**config.mk**
```make
export PLATFORM = sky130hd
export DESIGN_NAME = dels_ctrl
export DESIGN_NICKNAME = d
export VERILOG_FILES = /design/src/design/dels_pkg.sv /design/src/design/dels_ctrl.sv
export SDC_FILE = /design/constraint.sdc
export NUM_CORES = 1
export LEC_CHECK = 0
export BUFFER_PORTS_ARGS = -buffer_cell sky130_fd_sc_hd__buf_2
export CORE_MARGIN = 4
export CORE_UTILIZATION = 58
export DETAILED_ROUTE_END_ITERATION = 10
export PLACE_DENSITY = 0.88
export SLEW_MARGIN = 15
export SYNTH_ARGS = -nofsm -noshare
export SYNTH_HDL_FRONTEND = slang
export SYNTH_SLANG_ARGS = --single-unit
```
**constraint.sdc**
```tcl
create_clock -name clk_i -period 10.7 [get_ports clk_i]
set_input_delay 3.21 -clock clk_i [delete_from_list [all_inputs] [get_ports clk_i]]
set_output_delay 3.21 -clock clk_i [all_outputs]
set_load 0.05 [all_outputs]
```
**src/design/dels_pkg.sv**
```systemverilog
package dels_pkg;

  // Operation codes carried by the kind field.
  typedef enum logic [2:0] {
    KIND_INS_HEAD = 3'd0,
    KIND_INS_TAIL = 3'd1,
    KIND_REM_HEAD = 3'd2,
    KIND_REM_TAIL = 3'd3,
    KIND_RD_INDEX = 3'd4,
    KIND_RD_HEAD  = 3'd5,
    KIND_RD_TAIL  = 3'd6
  } kind_e;

  typedef enum logic [1:0] {
    ST_OK    = 2'd0,
    ST_EMPTY = 2'd1,
    ST_FULL  = 2'd2,
    ST_RANGE = 2'd3
  } status_e;

  localparam int unsigned KindBits    = 3;
  localparam int unsigned ElemPortBits = 32;
  localparam int unsigned PosBits     = 8;
  localparam int unsigned SizePortBits = 9;

  // Per-beat result information that travels alongside the store read.
  typedef struct packed {
    status_e status;
    logic    rd;
  } res_info_t;

endpackage

```
**src/design/dels_ctrl.sv**
```systemverilog
module dels_ctrl #(
  parameter int unsigned CAPACITY     = 256,
  parameter int unsigned ELEMENT_BITS = 32
) (
  input  logic                               clk_i,
  input  logic                               rst_ni,
  input  logic                               accept_i,
  input  logic [dels_pkg::KindBits-1:0]      kind_i,
  input  logic [dels_pkg::ElemPortBits-1:0]  element_in_i,
  input  logic [dels_pkg::PosBits-1:0]       position_i,
  output logic                               mem_we_o,
  output logic                               mem_re_o,
  output logic [$clog2(CAPACITY)-1:0]        mem_addr_o,
  output logic [ELEMENT_BITS-1:0]            mem_wdata_o,
  output dels_pkg::res_info_t                info_o,
  output logic [$clog2(CAPACITY+1)-1:0]      size_o
);
  import dels_pkg::*;

  localparam int unsigned AW   = $clog2(CAPACITY);
  localparam int unsigned CW   = $clog2(CAPACITY + 1);
  localparam int unsigned PW   = (CW > PosBits) ? CW : PosBits;
  localparam int unsigned EW   = (ELEMENT_BITS > ElemPortBits) ? ELEMENT_BITS : ElemPortBits;

  logic [AW-1:0] head_q, head_d;
  logic [CW-1:0] count_q, count_d;
  logic          is_full, is_empty, in_range;
  logic [PW-1:0] pos_w, cnt_w;
  logic [CW-1:0] pos_ofs;
  logic [EW-1:0] elem_w;
  logic [AW-1:0] head_dec;
  logic          we, re;
  logic [AW-1:0] addr;
  status_e       status;

  // Store slot at a given distance from the head, wrapping at the capacity.
  function automatic logic [AW-1:0] slot_of(input logic [AW-1:0] h, input logic [CW-1:0] ofs);
    logic [CW:0] s;
    s = (CW+1)'(h) + (CW+1)'(ofs);
    if (s >= (CW+1)'(CAPACITY)) begin
      s = s - (CW+1)'(CAPACITY);
    end
    return s[AW-1:0];
  endfunction

  assign is_full  = (count_q == CW'(CAPACITY));
  assign is_empty = (count_q == '0);
  assign pos_w    = PW'(position_i);
  assign cnt_w    = PW'(count_q);
  assign in_range = (pos_w < cnt_w);
  assign pos_ofs  = CW'(pos_w);
  assign elem_w   = EW'(element_in_i);
  assign head_dec = (head_q == '0) ? AW'(CAPACITY - 1) : head_q - AW'(1);

  always_comb begin
    head_d  = head_q;
    count_d = count_q;
    we      = 1'b0;
    re      = 1'b0;
    addr    = head_q;
    status  = ST_OK;
    unique case (kind_i)
      KIND_INS_HEAD: begin
        if (is_full) begin
          status = ST_FULL;
        end else begin
          head_d  = head_dec;
          count_d = count_q + CW'(1);
          we      = 1'b1;
          addr    = head_dec;
        end
      end
      KIND_INS_TAIL: begin
        if (is_full) begin
          status = ST_FULL;
        end else begin
          count_d = count_q + CW'(1);
          we      = 1'b1;
          addr    = slot_of(head_q, count_q);
        end
      end
      KIND_REM_HEAD: begin
        if (is_empty) begin
          status = ST_EMPTY;
        end else begin
          head_d  = slot_of(head_q, CW'(1));
          count_d = count_q - CW'(1);
        end
      end
      KIND_REM_TAIL: begin
        if (is_empty) begin
          status = ST_EMPTY;
        end else begin
          count_d = count_q - CW'(1);
        end
      end
      KIND_RD_INDEX: begin
        if (!in_range) begin
          status = ST_RANGE;
        end else begin
          re   = 1'b1;
          addr = slot_of(head_q, pos_ofs);
        end
      end
      KIND_RD_HEAD: begin
        if (is_empty) begin
          status = ST_EMPTY;
        end else begin
          re   = 1'b1;
          addr = head_q;
        end
      end
      KIND_RD_TAIL: begin
        if (is_empty) begin
          status = ST_EMPTY;
        end else begin
          re   = 1'b1;
          addr = slot_of(head_q, count_q - CW'(1));
        end
      end
      default: begin
        // Unused code: no operation.
      end
    endcase
  end

  always_ff @(posedge clk_i or negedge rst_ni) begin
    if (!rst_ni) begin
      head_q  <= '0;
      count_q <= '0;
    end else if (accept_i) begin
      head_q  <= head_d;
      count_q <= count_d;
    end
  end

  assign mem_we_o      = accept_i & we;
  assign mem_re_o      = accept_i & re;
  assign mem_addr_o    = addr;
  assign mem_wdata_o   = elem_w[ELEMENT_BITS-1:0];
  assign info_o.status = status;
  assign info_o.rd     = re;
  assign size_o        = count_d;

endmodule

```
==> summary.txt <==
Placed design
  – I/O Buffers: 35
  – Detailed placement HPWL: about 7800 um
  – Global placer's final weighted congestion: between 0.9 and 1

Global routing
  – Antenna violations before repair: 0
  – Number of global-route vias before repair: around 3300
  – Overall routing resource usage: about 28%
  – First-pass GRT wire length: between 15000 and 20000 um
  – GR Overflow Total: 0
  – Largest net degree at the start of global routing: 23

Synth
  – Top-area cell type share of the netlist area: 13.0%
  – Mean Syn Cell Area: ~7.3 sq um
  – EDFF count, synth: 0
  – FF+latch count, synth: 17
  – Main synth FF type: dfrtp_1
  – Most common cell in the netlist: a21oi_1
  – Most frequent cells after synthesis: 48 x a21oi_1, 47 x nand2_1, 35 x ha_1, 35 x o21ai_0, 34 x buf_4
  – Cell count after synthesis: 465
  – Synth area leaders: ha_1 13%, dfrtp_1 13%, buf_4 7.5%, a21oi_1 7.1%, nand2_1 5.2%
  – Ys async rst share: 100%
  – Net Count, Synth: around 550
  – Yosys cell types: 62
  – Post-synthesis sequential area ratio: roughly 13%
  – Post-synth top area cell: ha_1
  – Synth warn: 0
  – Post-Syn Area: approximately 3400 sq um

Cells and area
  – N_diodes: 0
  – Layout cell share with drive strength beyond 1: about an eighth
  – Final net count: roughly 530
  – Area of the multi-input gates: 2500 sq um
  – Synth-to-layout area growth: -1.59%
  – Number of fill cells: 536
  – Register Area: 425 sq um

Die
  – Die H: approximately 84 um
  – Placeable Area: 5570 sq um
  – Site Rows: 27
  – I/O pin cnt: 100
  – Die Wd: approximately 84 um
  – Initial Util: between 60% and 70%
  – Die area: 7110 sq um

Setup path
  – Worst path required time: between 7 and 8 ns
  – CP arrival: ~5.4 ns
  – Worst setup path startpoint: kind_i[1]
  – Worst r2r path cells: 9
  – Crit. End Element: primary output
  – Critical Path End: mem_addr_o[7]
  – Reg2reg start: cnt_w[0]
  – Reg2reg end: head_q[4]
  – Crit Path Max Fanout: 21
  – R2R Setup Slk: between 7 and 8 ns
  – Critical path class: in2out
  – Startpoint types: input port

STA
  – Period utilization: 80.6%
  – Max-slew headroom: roughly 44%
  – Unrepaired setup endpoints after global routing: false
  – Setup violators final: 0
  – Minimum clock period: around 8.6 ns
  – Hold WS: 0.726 ns
  – Final hold vios: 0
  – Slew Limit Fails: 0
  – Sum Neg Setup Slack: 0 ns
  – Least-Margin Pin Slew: about 0.84 ns
  – Fmax: between 0.1 and 0.15 GHz
  – Worst Skew: around 0.0011 ns

Routing
  – Pre-antenna DRT Iters: 6
  – Antenna viol nets, final: 0
  – Mean number of vias per cell: 6.79
  – Remaining DRCs: 0
  – Initial DRC count: between 300 and 400
  – Routed len/inst: a little under 20 um
  – Vias: roughly 3500
  – Final wirelength: between 10000 and 15000 um

CTS
  – CTS Hold Buffers Added: 0
  – Setup Fix Bufs, Post-CTS: 0
  – Cts bufs inserted: 3
  – CTS sink count: 17
  – Skew-Pair Late Insertion Delay: ~0.25 ns
  – Cts repair resizes: 0
  – Clock input transition at the sequential cells of the worst setup and hold paths: ~0.070 ns
  – Max clock buf depth: 2
  – CTS Root Cell: clkbuf_8
  – Number of H-tree levels: 1
  – CTS tree: yes

Outcome
  – Status: completed

Power
  – Static Leak: 1.49 nW
  – Power density over the cells: about 340 nW/um^2
  – VDD IR-drop max: 0.202 mV

Run
  – Max Cap Violations: 0

Min path
  – Worst hold path type: reg2reg
==> where the power goes <==
part	switching, mW	total, mW	internal (mW)
logic	0.555	0.897	0.342
registers	0.110	0.200	0.0897
clock network	0.0217	0.0481	0.0264
==> worst min-delay path by stage <==
stage / from / endpoint / slack [ns] / cells after the start
2_1_floorplan: head_q[0] / head_q[0] / 0.58 / 1
3_3_place_gp: cnt_w[4] / cnt_w[4] / 0.69 / 2
6_report: cnt_w[4] / cnt_w[4] / 0.73 / 2
4_1_cts: cnt_w[4] / cnt_w[4] / 0.72 / 2
3_5_place_dp: cnt_w[4] / cnt_w[4] / 0.71 / 2
5_1_grt: cnt_w[4] / cnt_w[4] / 0.76 / 2
==> critical path: stages <==
cell and delay, ns:
buf_2 0.35, clkinv_1 0.42, nor2_1 0.26, nand2_1 0.23, nor2_1 0.28, a31oi_1 0.12
a41oi_1 0.24, buf_2 0.30
==> sequential cells by signal (all words and copies together), names as in the netlist <==
signal  cells
cnt_w       9
head_q      8
==> stage by stage <==
stage / utilization, % / setup WS [ns] / instance area [sq um] / std cells / power, mW
2_1_floorplan: - / 2.16 / 3380 / 465 / 0.900
3_3_place_gp: 58.9 / 2.15 / 3280 / 514 / 1.06
3_5_place_dp: 58.9 / 2.13 / 3280 / 514 / 1.08
4_1_cts: 59.7 / 2.12 / 3330 / 518 / 1.13
5_1_grt: 59.7 / 1.87 / 3330 / 518 / 1.24
6_report: 59.7 / 2.08 / 3330 / 518 / 1.15
==> per-layer routing <==
metal  wire length [um]  GRT usage (%)  up-vias
met5                  0              0        -
met4                299           9.21        0
met3               1180           6.28       41
met2               4730           46.6      234
met1               4040           37.1     1622
li1                   -              -     1622
==> final cells by class <==
class                           instances  share of cell area [%]
Clock buffer                            4                    1.35
Inverter                               21                    2.37
Multi-Input combinational cell        368                    75.3
Sequential cell                        17                    12.8
Tap cell                               72                    2.71
Timing Repair Buffer                   36                    5.49
==> placed cells by master (no fill, tap or decap), types with 3 or more instances in the layout <==
master and instances:
a21oi_1 48, nand2_1 47, o21ai_0 35, ha_1 35, buf_2 35, nor2_1 33
nand3_1 24, inv_1 20, dfrtp_1 17, xnor2_1 16, a21o_1 10, nor3_1 10
xor2_1 9, a31oi_1 8, and3_1 6, o211ai_1 6, mux2i_1 5, mux2_2 5
nor4_1 4, a221oi_1 4, o22ai_1 4, and2_1 3, o31ai_1 3, a221o_1 3
fa_1 3, clkbuf_8 3
==> logic make-up after synthesis <==
kind of cell,share of synthesized area [%]
XOR/XNOR,6.48
multiplexers,3.59
buffers and inverters,13.3
AO/OA/AOI/OAI,28.8
adder cells (fa/ha/maj),14.7
flip-flops,12.6
AND/OR/NAND/NOR,20.5
Power figures use the tool's default switching activity.
